==> config.mk <==
export PLATFORM = sky130hd
export DESIGN_NAME = bb3_window
export DESIGN_NICKNAME = d
export VERILOG_FILES = /design/src/box_blur_3x3_rgb_macros.svh /design/src/bb3_pkg.sv /design/src/bb3_window.sv
export SDC_FILE = /design/constraint.sdc
export NUM_CORES = 1
export LEC_CHECK = 0
export ABC_CLOCK_PERIOD_IN_PS = 4800
export BUFFER_PORTS_ARGS = -buffer_cell sky130_fd_sc_hd__buf_2
export CAP_MARGIN = 20
export CORE_UTILIZATION = 55
export CTS_CLUSTER_DIAMETER = 120
export CTS_CLUSTER_SIZE = 24
export DETAILED_ROUTE_END_ITERATION = 10
export PLACE_DENSITY = 0.9
export REMOVE_ABC_BUFFERS = 1
export SLEW_MARGIN = 20
export SYNTH_ARGS = -nofsm -noshare
export SYNTH_HDL_FRONTEND = slang
export SYNTH_SLANG_ARGS = --single-unit
==> constraint.sdc <==
create_clock -name clk -period 4.8 [get_ports clk]
set_input_delay 0.24 -clock clk [delete_from_list [all_inputs] [get_ports clk]]
set_output_delay 0.24 -clock clk [all_outputs]
set_load 0.02 [all_outputs]
==> src/box_blur_3x3_rgb_macros.svh <==
// Assertion helpers shared by the blur block.
// Both expect signals named clk and arst_n in the module that uses them.
`ifndef BOX_BLUR_3X3_RGB_MACROS_SVH
`define BOX_BLUR_3X3_RGB_MACROS_SVH

// Same-cycle implication, checked out of reset
`define BB3_ASSERT_IMP(label, ante, cons, msg) \
	label: assert property (@(posedge clk) disable iff (!arst_n) (ante) |-> (cons)) \
		else $error(msg);

// Next-cycle implication, checked out of reset
`define BB3_ASSERT_NXT(label, ante, cons, msg) \
	label: assert property (@(posedge clk) disable iff (!arst_n) (ante) |=> (cons)) \
		else $error(msg);

`endif

==> src/bb3_pkg.sv <==
package bb3_pkg;

	// Sizes and limits
	localparam int MAX_WIDTH_DEF  = 2048;
	localparam int CFG_W          = 12;
	localparam int CFG_IDX_W      = 2;
	localparam int POS_W          = 11;
	localparam int HEIGHT_MAX     = 2048;
	localparam int SIZE_MIN       = 3;
	localparam int WIDTH_RST      = 640;
	localparam int HEIGHT_RST     = 480;
	localparam int IN_DATA_W      = 24;
	localparam int OUT_DATA_W     = 48;
	localparam int OUT_PAD_W      = OUT_DATA_W - 24 - 2 * POS_W;

	// Register indexes
	localparam logic [CFG_IDX_W-1:0] REG_IMAGE_WIDTH  = 2'd0;
	localparam logic [CFG_IDX_W-1:0] REG_IMAGE_HEIGHT = 2'd1;

	// Divide by nine: multiply by 2^16/9 rounded up, exact for sums up to 9*255
	localparam logic [12:0] DIV9_MUL   = 13'd7282;
	localparam int          DIV9_SHIFT = 16;

	typedef struct packed {
		logic [7:0] blue;
		logic [7:0] green;
		logic [7:0] red;
	} pix_t;

	typedef struct packed {
		logic [11:0] blue;
		logic [11:0] green;
		logic [11:0] red;
	} sum_t;

	typedef struct packed {
		logic [POS_W-1:0] col;
		logic [POS_W-1:0] row;
		logic             last;
	} pos_t;

	function automatic logic [7:0] div9(input logic [11:0] s);
		logic [24:0] p;
		p = 25'(s) * 25'(DIV9_MUL);
		return p[DIV9_SHIFT +: 8];
	endfunction

endpackage

==> src/bb3_window.sv <==
// 3x3 window kept as per-column channel sums; two past columns plus the current one.
module bb3_window (
	input  logic          clk,
	input  logic          advance,
	input  bb3_pkg::pix_t top,
	input  bb3_pkg::pix_t mid,
	input  bb3_pkg::pix_t px,
	output bb3_pkg::sum_t sum
);

	typedef struct packed {
		logic [9:0] blue;
		logic [9:0] green;
		logic [9:0] red;
	} csum_t;

	csum_t cur;
	csum_t cs1_q;
	csum_t cs2_q;

	// column sum of the current column
	always_comb begin
		cur.red   = 10'(top.red)   + 10'(mid.red)   + 10'(px.red);
		cur.green = 10'(top.green) + 10'(mid.green) + 10'(px.green);
		cur.blue  = 10'(top.blue)  + 10'(mid.blue)  + 10'(px.blue);
	end

	// full window sum
	always_comb begin
		sum.red   = 12'(cs2_q.red)   + 12'(cs1_q.red)   + 12'(cur.red);
		sum.green = 12'(cs2_q.green) + 12'(cs1_q.green) + 12'(cur.green);
		sum.blue  = 12'(cs2_q.blue)  + 12'(cs1_q.blue)  + 12'(cur.blue);
	end

	// shift columns
	always_ff @(posedge clk) begin
		if (advance) begin
			cs2_q <= cs1_q;
			cs1_q <= cur;
		end
	end

endmodule

==> impl_metrics.toml <==
[grt]
grt_pass1_wl_um = 17510
grt_util_all_layers_pct = 21.64
grt_max_degree = 61
antenna_found_initial = 0
gr-total-overflow = 0
first_global_vias = 4129

[status]
status = "completed"

[yosys]
dominantRegCellSynth = "edfxtp_1"
ys_types = 39
synth_edf_count = 60
synth_cells = 508
avgSynthCellArea_um2 = 10.90
synthArstFlopShare_pct = 0
syn_area_mm2 = 0.005539
synth_warnings = 0
synth.yosys.seq_area_share_pct = 32.53
ys_ff_latch = 60

[clock_network]
clk_path_buf_depth = 2
cts.sinks = 60
clkTransAtPathRegs_ns = 0.07
cts_tree = "yes"
cts_root_buffer = "clkbuf_8"
h-tree-depth = 3
clk_latency_ns = 0.32
ctsHoldBuffers = 0
numCtsBuffers = 9

[worst_setup_path]
arrival_ns = 4.40
path_cells = "buf_2 > inv_1 > fa_1 > inv_1 > ha_1 > fa_1 > a21o_1 > a21oi_2 > o21bai_1 > a21oi_2 > xor2_2 > fa_1 > inv_1 > ha_1 > a21o_1 > a21oi_2 > o21ai_0 > a31oi_1 > buf_4 > xnor2_1 > buf_2"
critPathLaunchType = "primary input"
cpMaxStageDelayCell = "fa_1"
crit_family = "adder cells"
critPathKind = "in -> out"
path_buf_inv = 6
path_max_fanout = 3
cp.required_ns = 4.56
cpPeakStageDelay_ns = 0.52
endpoint_kind = "output pin"

[timing]
fin_crit_ns = 4.635
setup_violations = 0
relSlewSlack_pct = 45.97
tightest_slew_ns = 0.8105
final-hold-violation-count = 0
max_freq_mhz = 215.7
final.period_utilization_pct = 96.57
setup_slack_ns = 0.1649
slew_viol_final = 0
finClkSkew_ns = 0.006659

[detailed_routing]
detail-route-antenna-nets = 0
top_layer_used = "met4"
first_pass_iters = 7
wl_um = 10410
vias_per_cell = 4.965
drt-initial-drc-count = 140
drt-met1-wl_um = 4320
route.met2.wl_um = 5644
vias = 3828
routed-wl-met3_um = 299
wire_per_inst_um = 13.51
drc = 0

[job]
cap_violations = 0

[finish]
fillers = 756
area_growth_pct = 18.32
layout_common_cells = "inv_1, buf_2, edfxtp_1, fa_1, ha_1"
antenna_cells = 0
final_common_cell = "inv_1"
final_nets = 815
drive_gt1_share_pct = 25.08

[floorplan]
die_w_um = 102.4
die_h_um = 102.4
ios = 110
rows = 36
initial_core_util_pct = 56.67
fp.coreArea_mm2 = 0.009774
dieArea_mm2 = 0.01048

[placed_design]
post-place-ws_ns = -0.07039
dp_hpwl_um = 8415
gp_congestion = 0.9149
portBuffers = 109

[min_path]
holdCritPathClass = "in -> reg"
[sequential cells by signal (all words and copies together) (netlist names)]
signal,flops
cs1_q,30
cs2_q,30
[metal layers]
metal	global-route usage [%]	vias up
met2	40.89	87
met1	24.24	1854
met4	7.033	0
met5	0	-
li1	-	1874
met3	4.378	13
[layout make-up]
| class | count | area [um2] | share of cell area, % |
|---|---|---|---|
| multi-input combinational | 289 | 3188 | 48.64 |
| sequential | 60 | 1802 | 27.49 |
| timing repair buffer | 116 | 600.6 | 9.164 |
| inverter | 157 | 589.3 | 8.992 |
| tap | 133 | 166.4 | 2.539 |
| clock buffer | 11 | 131.4 | 2.005 |
| clock inverter | 5 | 76.32 | 1.165 |
[cells in the mapped netlist (3+ instances only)]
master | instances | area, um2
inv_1 | 157 | 589.3
ha_1 | 48 | 600.6
o21bai_1 | 3 | 22.52
xnor2_1 | 33 | 289.0
o21ai_0 | 14 | 70.07
a2111oi_4 | 3 | 82.58
a21oi_1 | 15 | 75.07
edfxtp_1 | 60 | 1802
nand3_1 | 7 | 35.03
o21ai_2 | 6 | 52.55
and3_1 | 7 | 43.79
nor2b_1 | 5 | 31.28
o21a_1 | 3 | 22.52
xor2_1 | 14 | 122.6
a31oi_1 | 3 | 18.77
and3_4 | 4 | 45.04
fa_1 | 60 | 1201
a21oi_2 | 6 | 52.55
nand2_1 | 9 | 33.78
nor2_1 | 7 | 26.28
a21o_1 | 14 | 105.1
[timing repair]
item,4_1_cts,5_1_grt
pin swaps,1,6
setup endpoints to repair,2,13
setup buffers,1,2
gates resized for setup,1,12
[kinds of logic (layout without fill, tap and decap cells)]
logic type               Yosys count  after routing  synth area share, %
AO/OA/AOI/OAI                     79             79                10.75
XOR/XNOR                          47             47                7.432
adder cells (fa/ha/maj)          108            108                32.53
buffers and inverters            159            289                10.82
flip-flops                        60             60                32.53
multiplexers                       2              2               0.3614
AND/OR/NAND/NOR                   53             53                5.579
[stage by stage]
stage / instances / util [%] / hold WS (ns) / TNS, ns / area [um2]
floorplan: 506 / - / 0.3525 / 0 / 5529
global placement: 752 / 64.16 / 0.4276 / 0 / 6271
detailed placement: 752 / 64.16 / 0.4349 / -0.08016 / 6271
CTS: 769 / 66.40 / 0.2992 / 0 / 6490
global route: 771 / 67.05 / 0.2915 / -0.07338 / 6554
finish: 771 / 67.05 / 0.3202 / 0 / 6554
[worst paths after layout]
path	end	start	slack, ns	cells after the start
max	sum[21]	top[9]	0.16	21
min	cs1_q[20]	px[16]	0.32	2
max reg2reg	cs2_q[25]	cs1_q[25]	4.11	0
min reg2reg	cs2_q[5]	cs1_q[5]	0.45	0
Power is not shown: default switching activity piles up to over one toggle a cycle in this logic, so the estimate is an artifact.
