[src/box_blur_3x3_rgb_macros.svh]
// Assertion helpers shared by the blur block.
// Both expect signals named clk and arst_n in the module that uses them.
`ifndef BOX_BLUR_3X3_RGB_MACROS_SVH
`define BOX_BLUR_3X3_RGB_MACROS_SVH

// Same-cycle implication, checked out of reset
`define BB3_ASSERT_IMP(label, ante, cons, msg) \
	label: assert property (@(posedge clk) disable iff (!arst_n) (ante) |-> (cons)) \
		else $error(msg);

// Next-cycle implication, checked out of reset
`define BB3_ASSERT_NXT(label, ante, cons, msg) \
	label: assert property (@(posedge clk) disable iff (!arst_n) (ante) |=> (cons)) \
		else $error(msg);

`endif

[src/bb3_pkg.sv]
package bb3_pkg;

	// Sizes and limits
	localparam int MAX_WIDTH_DEF  = 2048;
	localparam int CFG_W          = 12;
	localparam int CFG_IDX_W      = 2;
	localparam int POS_W          = 11;
	localparam int HEIGHT_MAX     = 2048;
	localparam int SIZE_MIN       = 3;
	localparam int WIDTH_RST      = 640;
	localparam int HEIGHT_RST     = 480;
	localparam int IN_DATA_W      = 24;
	localparam int OUT_DATA_W     = 48;
	localparam int OUT_PAD_W      = OUT_DATA_W - 24 - 2 * POS_W;

	// Register indexes
	localparam logic [CFG_IDX_W-1:0] REG_IMAGE_WIDTH  = 2'd0;
	localparam logic [CFG_IDX_W-1:0] REG_IMAGE_HEIGHT = 2'd1;

	// Divide by nine: multiply by 2^16/9 rounded up, exact for sums up to 9*255
	localparam logic [12:0] DIV9_MUL   = 13'd7282;
	localparam int          DIV9_SHIFT = 16;

	typedef struct packed {
		logic [7:0] blue;
		logic [7:0] green;
		logic [7:0] red;
	} pix_t;

	typedef struct packed {
		logic [11:0] blue;
		logic [11:0] green;
		logic [11:0] red;
	} sum_t;

	typedef struct packed {
		logic [POS_W-1:0] col;
		logic [POS_W-1:0] row;
		logic             last;
	} pos_t;

	function automatic logic [7:0] div9(input logic [11:0] s);
		logic [24:0] p;
		p = 25'(s) * 25'(DIV9_MUL);
		return p[DIV9_SHIFT +: 8];
	endfunction

endpackage

[src/bb3_div_out.sv]
// Sum stage, divide by nine, and the output register.
module bb3_div_out (
	input  logic          clk,
	input  logic          arst_n,
	input  logic          in_valid,
	output logic          in_ready,
	input  bb3_pkg::sum_t in_sum,
	input  bb3_pkg::pos_t in_pos,
	output logic          out_valid,
	input  logic          out_ready,
	output bb3_pkg::pix_t out_pix,
	output bb3_pkg::pos_t out_pos
);

	logic          s2_valid_s2;
	bb3_pkg::sum_t sum_s2;
	bb3_pkg::pos_t pos_s2;
	logic          out_valid_q;
	bb3_pkg::pix_t pix_q;
	bb3_pkg::pos_t pos_q;
	logic          out_load;

	assign out_load = s2_valid_s2 && (!out_valid_q || out_ready);
	assign in_ready = !s2_valid_s2 || out_load;

	// control
	always_ff @(posedge clk or negedge arst_n) begin
		if (!arst_n) begin
			s2_valid_s2 <= 1'b0;
			out_valid_q <= 1'b0;
		end else begin
			if (in_valid) begin
				s2_valid_s2 <= 1'b1;
			end else if (out_load) begin
				s2_valid_s2 <= 1'b0;
			end
			if (out_load) begin
				out_valid_q <= 1'b1;
			end else if (out_ready) begin
				out_valid_q <= 1'b0;
			end
		end
	end

	// payload
	always_ff @(posedge clk) begin
		if (in_valid) begin
			sum_s2 <= in_sum;
			pos_s2 <= in_pos;
		end
		if (out_load) begin
			pix_q.red   <= bb3_pkg::div9(sum_s2.red);
			pix_q.green <= bb3_pkg::div9(sum_s2.green);
			pix_q.blue  <= bb3_pkg::div9(sum_s2.blue);
			pos_q       <= pos_s2;
		end
	end

	assign out_valid = out_valid_q;
	assign out_pix   = pix_q;
	assign out_pos   = pos_q;

endmodule

[config.mk]
export PLATFORM = sky130hd
export DESIGN_NAME = bb3_div_out
export DESIGN_NICKNAME = d
export VERILOG_FILES = /design/src/box_blur_3x3_rgb_macros.svh /design/src/bb3_pkg.sv /design/src/bb3_div_out.sv
export SDC_FILE = /design/constraint.sdc
export NUM_CORES = 1
export LEC_CHECK = 0
export ABC_AREA = 1
export BUFFER_PORTS_ARGS = -buffer_cell sky130_fd_sc_hd__buf_4
export CAP_MARGIN = 15
export CORE_MARGIN = 3
export CORE_UTILIZATION = 64
export CTS_BUF_LIST = sky130_fd_sc_hd__clkbuf_16
export CTS_CLUSTER_SIZE = 20
export DETAILED_ROUTE_END_ITERATION = 10
export PLACE_DENSITY = 0.88
export SETUP_SLACK_MARGIN = 0.15
export SKIP_LAST_GASP = 1
export SYNTH_ARGS = -nofsm -noshare
export SYNTH_HDL_FRONTEND = slang
export SYNTH_SLANG_ARGS = --single-unit
export TNS_END_PERCENT = 30
[constraint.sdc]
create_clock -name clk -period 7.4 [get_ports clk]
set_input_delay 0.37 -clock clk [delete_from_list [all_inputs] [get_ports clk]]
set_output_delay 0.37 -clock clk [all_outputs]
set_load 0.005 [all_outputs]
==> results.cfg, run 1 <==
[global_routing]
grt_use_total_pct = 26.7
first_pass_grt_wire_length_um = 37500
grt_overflow_total = 0
gr-max-usage-layer = met2
globalRouteMet1Util_pct = 33.4
first_global_vias = 7846
grt_met3_usage_pct = 5.10
grt_util_met2_pct = 46.4
initial_antenna_violation_count = 0
grt_start_max_net_pins = 61

[die]
initial_core_util_pct = 66.7
floorplan.die_area_um2 = 17700
rows = 45
die-height_um = 133
die_w_um = 133
top_level_ports = 112
fp.coreArea_um2 = 15500

[timing]
worst_slew_margin_rel_pct = 47.5
timing.final.max_slew_violations = 0
shortest_clock_period_the_worst_path_allows_after_layout_ps = 4590
fin_skew_ps = 8.91
finalCritPeriodShare_pct = 62.0
final.setup.tns_ps = 0
rsz0062_at_grt = false
tightestPinTransition_ps = 787
final-setup-viol-count = 0
hold_viol_final = 0
maxClockFrequency_ghz = 0.218

[yosys]
net_count_after_synthesis = 1388
synth_enable_flop_cells = 106
sequential_area_share_after_synthesis_pct = 31.3
yosys_register_bits = 108
synth_flop_cell = edfxtp_1
synth_cell_type_count = 32
number_of_standard_cells_after_synthesis = 1039
async_flop_share_pct = 1.85
ys_warn_count = 0
syn_avg_cell_area_um2 = 9.95
mappedNetlistArea_um2 = 10300

[cts]
cts_buffers = 9
htree_num_levels = 3
clk_transition_reported_paths_ps = 80
cts_resized = 0
cts_buffer_depth = 2
worst_skew_pair_latency_ps = 360
cts_root_buf = clkbuf_16
cts.sink_count = 108
tritoncts = yes

[status]
status = completed

[detailed_routing]
drt-pass1-iter-count = 5
initial_drc_count = 465
drcViolationCount = 0
vias = 7537
post_drt_wl_per_cell_um = 16.3
drt_wl_total_um = 22500
drtAntennaViolNets = 0
route.detailed.vias_per_inst = 5.47

[critical_path]
worst-setup-path-type = reg -> reg
worst-endpoint-required_ps = 7520
crit_path_max_fanout = 3
worstRegToRegCells = 22
worst-endpoint-arrival_ps = 4710
worstSetupEndpointType = register
setup.worst_path.start_class = register

[place]
detailedPlacementHpwl_um = 18900
port_buffers = 111
gp_congestion = 0.977

[cells_and_area]
nFillCells = 1064
finalNetCount = 1512
num_antenna_cells = 0
synthToLayoutAreaGrowth_pct = 13.9
layout_cell_share_with_drive_strength_beyond_1_pct = 12.7

[min_path]
holdPathStages = 1
worst_hold_path_type = in -> reg

[job]
max_cap_viol_count = 0
## cell families after synthesis
kind of cell | share of synthesized area, %
flops | 31.3
simple gates | 12.6
xor+xnor | 1.44
compound gates | 5.18
fa+ha+maj | 40.9
buf+inv | 8.50
## cell usage in the layout (no fill, tap or decap), types with 2 or more instances in the layout
| cell type | netlist | layout |
|---|---|---|
| a21o_1 | 8 | 8 |
| or2_2 | 2 | 2 |
| dfrtp_1 | 2 | 2 |
| buf_4 | 0 | 112 |
| fa_1 | 87 | 87 |
| inv_2 | 2 | 2 |
| nand2_2 | 4 | 4 |
| a21oi_1 | 44 | 43 |
| nor2_1 | 42 | 42 |
| nand3_1 | 43 | 43 |
| inv_6 | 0 | 2 |
| xor2_1 | 11 | 11 |
| o21ai_0 | 12 | 12 |
| ha_1 | 199 | 199 |
| nand4_1 | 6 | 6 |
| inv_1 | 231 | 231 |
| nand2_1 | 186 | 186 |
| nor3b_2 | 2 | 2 |
| clkbuf_16 | 0 | 9 |
| nor4_1 | 4 | 4 |
| xnor2_1 | 6 | 6 |
| edfxtp_1 | 106 | 106 |
| o21bai_1 | 13 | 13 |
| nor2_2 | 2 | 2 |
| a21boi_1 | 4 | 4 |
| o21a_1 | 5 | 5 |
| nor3_2 | 4 | 4 |
| nor3_1 | 7 | 7 |
| clkinvlp_4 | 0 | 2 |
## stage by stage
| step | utilization, % | area (um2) | cells | setup WS (ps) | hold slack (ps) |
|---|---|---|---|---|---|
| CTS | 76.0 | 11800 | 1379 | 2840 | 175 |
| global route | 76.0 | 11800 | 1379 | 2580 | 171 |
| global placement | 73.9 | 11400 | 1362 | 3060 | 154 |
| floorplan | - | 10300 | 1039 | 3220 | 74.4 |
| finish | 76.0 | 11800 | 1379 | 2810 | 179 |
| detailed placement | 73.9 | 11400 | 1362 | 2880 | 156 |
## sequential cells by signal, indices dropped and copies added, names as in the netlist
signal	flops
sum_s2	36
out_pix	24
out_pos	23
pos_s2	23
out_valid	1
s2_valid_s2	1
## layout make-up
cell class | count | area (um2) | area share (%)
Clock buffer | 9 | 225 | 1.91
Tap cell | 211 | 264 | 2.24
Sequential cell | 108 | 3230 | 27.5
Multi-Input combinational cell | 697 | 6230 | 53.0
Clock inverter | 7 | 83.8 | 0.712
Inverter | 234 | 878 | 7.46
Timing Repair Buffer | 113 | 851 | 7.23
## Yosys cell counts (5+ instances only)
master	instances	area share (%)
a21o_1	8	0.58
a21oi_1	44	2.1
edfxtp_1	106	31
fa_1	87	17
ha_1	199	24
inv_1	231	8.4
nand2_1	186	6.8
nand3_1	43	2.1
nand4_1	6	0.36
nor2_1	42	1.5
nor3_1	7	0.34
o21a_1	5	0.36
o21ai_0	12	0.58
o21bai_1	13	0.94
xnor2_1	6	0.51
xor2_1	11	0.93
## layer usage
layer | share of wire [%] | wire length [um]
met2 | 50 | 11300
met3 | 6.6 | 1490
met1 | 40 | 9090
met5 | 0 | 0
met4 | 2.8 | 633
## worst max-delay path, cell delays in order, from the launching register on
cell and delay (ps):
edfxtp_1 420, inv_1 90, fa_1 540, inv_1 60
ha_1 300, inv_1 70, fa_1 510, inv_1 60
fa_1 500, inv_1 60, fa_1 540, inv_1 50
ha_1 320, nand2_1 130, inv_1 60, nand2_1 60
inv_1 50, nand2_1 80, nor3_2 50, nor2_1 170
nand2_1 90, nand2_1 90, nand2_1 60
## repair_timing
action,4_1_cts,5_1_grt
hold buffers,1,0
buffers inserted,0,0
endpoints found under the hold margin,2,0
## worst paths after layout
| check | endpoint | slack [ps] | start |
|---|---|---|---|
| max | out_pix[15] | 2810 | sum_s2[13] |
| min | sum_s2[19] | 180 | in_sum[19] |
| max reg2reg | out_pix[15] | 2810 | sum_s2[13] |
| min reg2reg | out_pos[8] | 420 | pos_s2[8] |
| max in group asynchronous | out_valid | 6970 | arst_n |
| min in group asynchronous | s2_valid_s2 | 350 | arst_n |
Power of run 1 is left out: the tool's default activity adds up to more than one toggle a clock period on the data nets, which glitch-free logic cannot reach.
==> inputs of run 2 (changes only) <==
--- a/config.mk
+++ b/config.mk
@@ -9,11 +9,11 @@
 export BUFFER_PORTS_ARGS = -buffer_cell sky130_fd_sc_hd__buf_4
 export CAP_MARGIN = 15
 export CORE_MARGIN = 3
-export CORE_UTILIZATION = 64
+export CORE_UTILIZATION = 61
 export CTS_BUF_LIST = sky130_fd_sc_hd__clkbuf_16
 export CTS_CLUSTER_SIZE = 20
 export DETAILED_ROUTE_END_ITERATION = 10
-export PLACE_DENSITY = 0.88
+export PLACE_DENSITY = 0.84
 export SETUP_SLACK_MARGIN = 0.15
 export SKIP_LAST_GASP = 1
 export SYNTH_ARGS = -nofsm -noshare
==> constraint.sdc (replaced) <==
create_clock -name clk -period 4.8 [get_ports clk]
set_input_delay 0.24 -clock clk [delete_from_list [all_inputs] [get_ports clk]]
set_output_delay 0.24 -clock clk [all_outputs]
set_load 0.005 [all_outputs]
==> run 2 against run 1 <==
Effect of this change:
- cell area up 0.42%
- non-clock buffer count increased by 7
- via count fell by 1.8%
- setup slack worse by 2500 ps
- sequential share of layout area shrank 0.12 points
- maximum frequency up 3.0%
- register-to-register slack lost 2500 ps
- first-iteration DRC count down 9.7%
- clock skew grew 1.4 ps
- die area is 4.7% higher
- routed wire length down 4.6%
==> results.cfg, run 2 (same netlist as run 1, synthesis figures left out) <==
[timing]
hold_viol_final = 0
fin_worst_hold_slack_ps = 49.4
rsz0062_at_grt = true
fin_skew_ps = 10.3
final.setup.tns_ps = 0
finalCritPeriodShare_pct = 92.8
maxClockFrequency_ghz = 0.225
final-setup-viol-count = 0
tightestPinTransition_ps = 801
worst_slew_margin_rel_pct = 46.6
timing.final.max_slew_violations = 0
shortest_clock_period_the_worst_path_allows_after_layout_ps = 4450

[cells_and_area]
finalNetCount = 1519
most_frequent_cells_in_the_layout = 230 x inv_1, 199 x ha_1, 186 x nand2_1
layout.cells.most_common = inv_1
final_core_utilization_pct = 72.8
num_antenna_cells = 0
reg_with_most_ffs = sum_s2
layout_cell_share_with_drive_strength_beyond_1_pct = 13.4
largest_register_ffs = 36
synthToLayoutAreaGrowth_pct = 14.4
final_area_um2 = 11800

[die]
top_level_ports = 112
rows = 46
initial_core_util_pct = 63.7
fp.coreArea_um2 = 16200
die_w_um = 136
floorplan.die_area_um2 = 18500
die-height_um = 136

[place]
gp_congestion = 0.946
port_buffers = 111
detailedPlacementHpwl_um = 18200
dpl_cell_area_um2 = 11500

[job]
max_cap_viol_count = 0

[global_routing]
first_global_vias = 7593
grt_overflow_total = 0
grt_use_total_pct = 24.4
initial_antenna_violation_count = 1
grt_start_max_net_pins = 61
first_pass_grt_wire_length_um = 35400

[status]
status = completed

[critical_path]
crit_path_max_fanout = 5
worst-endpoint-required_ps = 4920
timing.reg2reg.setup_slack_ps = 350
setup.worst_path.start_class = register
worst-endpoint-arrival_ps = 4570
worst-setup-path-type = reg -> reg
worstSetupEndpointType = register

[cts]
cts_buffer_depth = 2
tritoncts = yes
cts.sink_count = 108
worst_skew_pair_latency_ps = 360
cts_buffers = 9
cts_root_buf = clkbuf_16
clk_transition_reported_paths_ps = 80
htree_num_levels = 3

[detailed_routing]
drtAntennaViolNets = 0
drt_wl_total_um = 21500
vias = 7399
initial_drc_count = 420
drt-pass1-iter-count = 5
post_drt_wl_per_cell_um = 15.4
drcViolationCount = 0
route.detailed.vias_per_inst = 5.32

[min_path]
worst_hold_path_type = in -> reg
run 2: cell count changes in the layout (fill, tap and decap cells not counted), sizes merged:
cell and delta:
inv +1, buf +7, bufinv -1
run 2: what timing repair did:
item                       CTS  global route
gates resized for setup      0             3
buffers inserted             0             7
hold endpoints to repair     2             0
setup endpoints to repair    0             6
hold buffers                 1             0
run 2: worst paths after layout:
path                            startpoint     endpoint  cells past startpoint
worst max-delay path            sum_s2[31]  out_pix[19]                     17
worst min-delay path            in_sum[20]   sum_s2[20]                      1
worst max register to register  sum_s2[31]  out_pix[19]                     17
worst min register to register  pos_s2[17]  out_pos[17]                      0
max in group asynchronous           arst_n    out_valid                      2
min in group asynchronous           arst_n  s2_valid_s2                      2
run 2: final cells by class:
type	count	area (um2)
sequential	108	3230
inverter	234	878
tap	216	270
clock inverter	7	67.6
clock buffer	9	225
fill	1186	4410
timing repair buffer	120	903
multi-input combinational	697	6240
run 2: through the flow:
stage,setup slack (ps),cells
after detailed placement,331,1367
after global routing,118,1391
final,348,1391
after CTS,305,1384
after global placement,465,1367
after floorplan,615,1039
run 2: per-layer routing:
| metal | track usage (%) | routed length, um | part of all wire (%) | up-vias |
|---|---|---|---|---|
| met5 | 0 | 20 | 0.093 | - |
| met3 | 3.81 | 1090 | 5.1 | 51 |
| met4 | 8.45 | 536 | 2.5 | 2 |
| li1 | - | - | - | 3637 |
| met1 | 32.3 | 9320 | 43 | 3478 |
| met2 | 41.1 | 10500 | 49 | 231 |
run 2: critical path, stage by stage (launching register included):
cell      delay, ps
edfxtp_1        510
fa_1            510
ha_1            330
inv_1            70
fa_1            530
inv_1            50
fa_1            500
inv_1            50
fa_1            530
inv_1            40
ha_1            330
nand2_1         150
inv_1            70
a21boi_2        170
o21a_1          180
nand2_1          70
nand2_1          60
nand2_1          50
Power of run 2 is left out for the same reason.
==> inputs of run 3 (changes only) <==
--- a/config.mk
+++ b/config.mk
@@ -9,11 +9,11 @@
 export BUFFER_PORTS_ARGS = -buffer_cell sky130_fd_sc_hd__buf_4
 export CAP_MARGIN = 15
 export CORE_MARGIN = 3
-export CORE_UTILIZATION = 61
+export CORE_UTILIZATION = 42
 export CTS_BUF_LIST = sky130_fd_sc_hd__clkbuf_16
 export CTS_CLUSTER_SIZE = 20
 export DETAILED_ROUTE_END_ITERATION = 10
-export PLACE_DENSITY = 0.84
+export PLACE_DENSITY = 0.62
 export SETUP_SLACK_MARGIN = 0.15
 export SKIP_LAST_GASP = 1
 export SYNTH_ARGS = -nofsm -noshare
==> run 3 against run 2 <==
Effect of this change:
- first-iteration DRC count down 35%
- worst hold slack better by 1.9 ps
- register-to-register slack about the same
- setup slack better by 13 ps
- via count down 4.6%
- core utilization down 23 points
- clock-buffer cell count unchanged
- final cell count up 7.1%
- routed wire length up 0.33%
- sequential share of layout area down 0.26 points
==> results.cfg, run 3 (same netlist as run 1, synthesis figures left out) <==
[status]
status = completed

[timing]
shortest_clock_period_the_worst_path_allows_after_layout_ps = 4440
maxClockFrequency_ghz = 0.225
rsz0062_at_grt = true
hold_viol_final = 0
final.setup.tns_ps = 0
fin_skew_ps = 9.19
timing.final.max_slew_violations = 0
final-setup-viol-count = 0
worst_slew_margin_rel_pct = 43.7
finalCritPeriodShare_pct = 92.5
tightestPinTransition_ps = 844

[die]
fp.coreArea_um2 = 23800
top_level_ports = 112
rows = 56
initial_core_util_pct = 43.4
die-height_um = 163
floorplan.die_area_um2 = 26500
die_w_um = 163

[detailed_routing]
drt-pass1-iter-count = 5
drt_wl_total_um = 21500
initial_drc_count = 272
post_drt_wl_per_cell_um = 14.4
vias = 7061
drtAntennaViolNets = 0
drcViolationCount = 0
route.detailed.vias_per_inst = 4.74

[critical_path]
timing.reg2reg.setup_slack_ps = 360
crit_path_max_fanout = 4
worst_r2r_startpoint = sum_s2[25]
setup.worst_path.start_class = register
worst-setup-path-type = reg -> reg
worst-endpoint-required_ps = 4910
worstSetupEndpointType = register
worst-endpoint-arrival_ps = 4550
worstRegToRegCells = 20
r2r_end = out_pix[23]

[global_routing]
first_pass_grt_wire_length_um = 35900
grt_overflow_total = 0
first_global_vias = 7276
grt_start_max_net_pins = 61
grt_use_total_pct = 16.9
initial_antenna_violation_count = 1

[min_path]
worst_hold_path_type = in -> reg
holdPathStages = 1
hold_path_end = pos_s2[15]
min-delay-start = in_pos[15]

[cells_and_area]
reg_with_most_ffs = sum_s2
largest_register_ffs = 36
final_core_utilization_pct = 50.1
final_cell_count_no_fill = 1490
nFillCells = 2265
finalNetCount = 1515
layout_cell_share_with_drive_strength_beyond_1_pct = 12.9
synthToLayoutAreaGrowth_pct = 15.5
most_frequent_cells_in_the_layout = 232 x inv_1, 199 x ha_1, 186 x nand2_1
num_antenna_cells = 0
layout.cells.most_common = inv_1

[cts]
cts_buffer_depth = 2
clk_transition_reported_paths_ps = 80
cts_buffers = 9
tritoncts = yes
htree_num_levels = 3
cts_root_buf = clkbuf_16
cts.sink_count = 108
worst_skew_pair_latency_ps = 350

[place]
detailedPlacementHpwl_um = 18400
placedCellCount = 1470
gp_congestion = 0.911
port_buffers = 111

[job]
max_cap_viol_count = 0
run 3: final cells by class:
| class | instances | area [um2] | share of cell area, % |
|---|---|---|---|
| multi-input cells | 697 | 6240 | 52.3 |
| clock buffers | 9 | 225 | 1.89 |
| flip-flops and latches | 108 | 3230 | 27.1 |
| well taps | 319 | 399 | 3.34 |
| repair buffers | 116 | 873 | 7.32 |
| clock inverters | 7 | 87.6 | 0.734 |
| inverters | 234 | 878 | 7.36 |
run 3: worst max-delay path, cell delays in order (launching register included):
cell	delay, ps
edfxtp_1	410
inv_1	80
fa_1	530
inv_1	50
ha_1	310
inv_1	70
fa_1	500
inv_1	50
fa_1	490
inv_1	50
fa_1	530
inv_1	40
ha_1	330
nand2_1	150
inv_1	50
a21boi_1	180
nand2_1	70
nand2_1	110
nand3_1	90
nand2_1	60
nand2_1	40
run 3: routing by layer:
layer  vias to the layer above  track usage, %  part of all wire [%]
met1                      3288            23.3                    47
met3                        29            2.62                   3.9
li1                       3627               -                     -
met5                         -               0                 0.070
met4                         2            5.23                   2.2
met2                       115            27.7                    47
run 3: how the worst max path moves through the flow:
stage	depth (start not counted)	slack (ps)	endpoint	start
final	20	360	out_pix[23]	sum_s2[25]
after global routing	18	140	out_pix[20]	sum_s2[25]
after CTS	16	340	out_pix[20]	sum_s2[31]
after detailed placement	19	380	out_pix[11]	sum_s2[13]
after global placement	16	420	out_pix[20]	sum_s2[31]
after floorplan	18	620	out_pix[10]	sum_s2[13]
run 3: repair_timing:
action	4_1_cts	5_1_grt
endpoints found under the hold margin	2	0
hold buffers	1	0
gates resized for setup	0	2
setup buffers	0	3
setup endpoints to repair	0	4
run 3: metrics by stage:
stage | worst slack, ps | instance area, um2 | hold WS [ps]
finish | 361 | 11900 | 51.3
global route | 144 | 11900 | 34.0
CTS | 336 | 11900 | 30.4
detailed placement | 379 | 11600 | 23.7
global placement | 423 | 11600 | 23.3
floorplan | 615 | 10300 | -55.6
Power of run 3 is left out for the same reason.
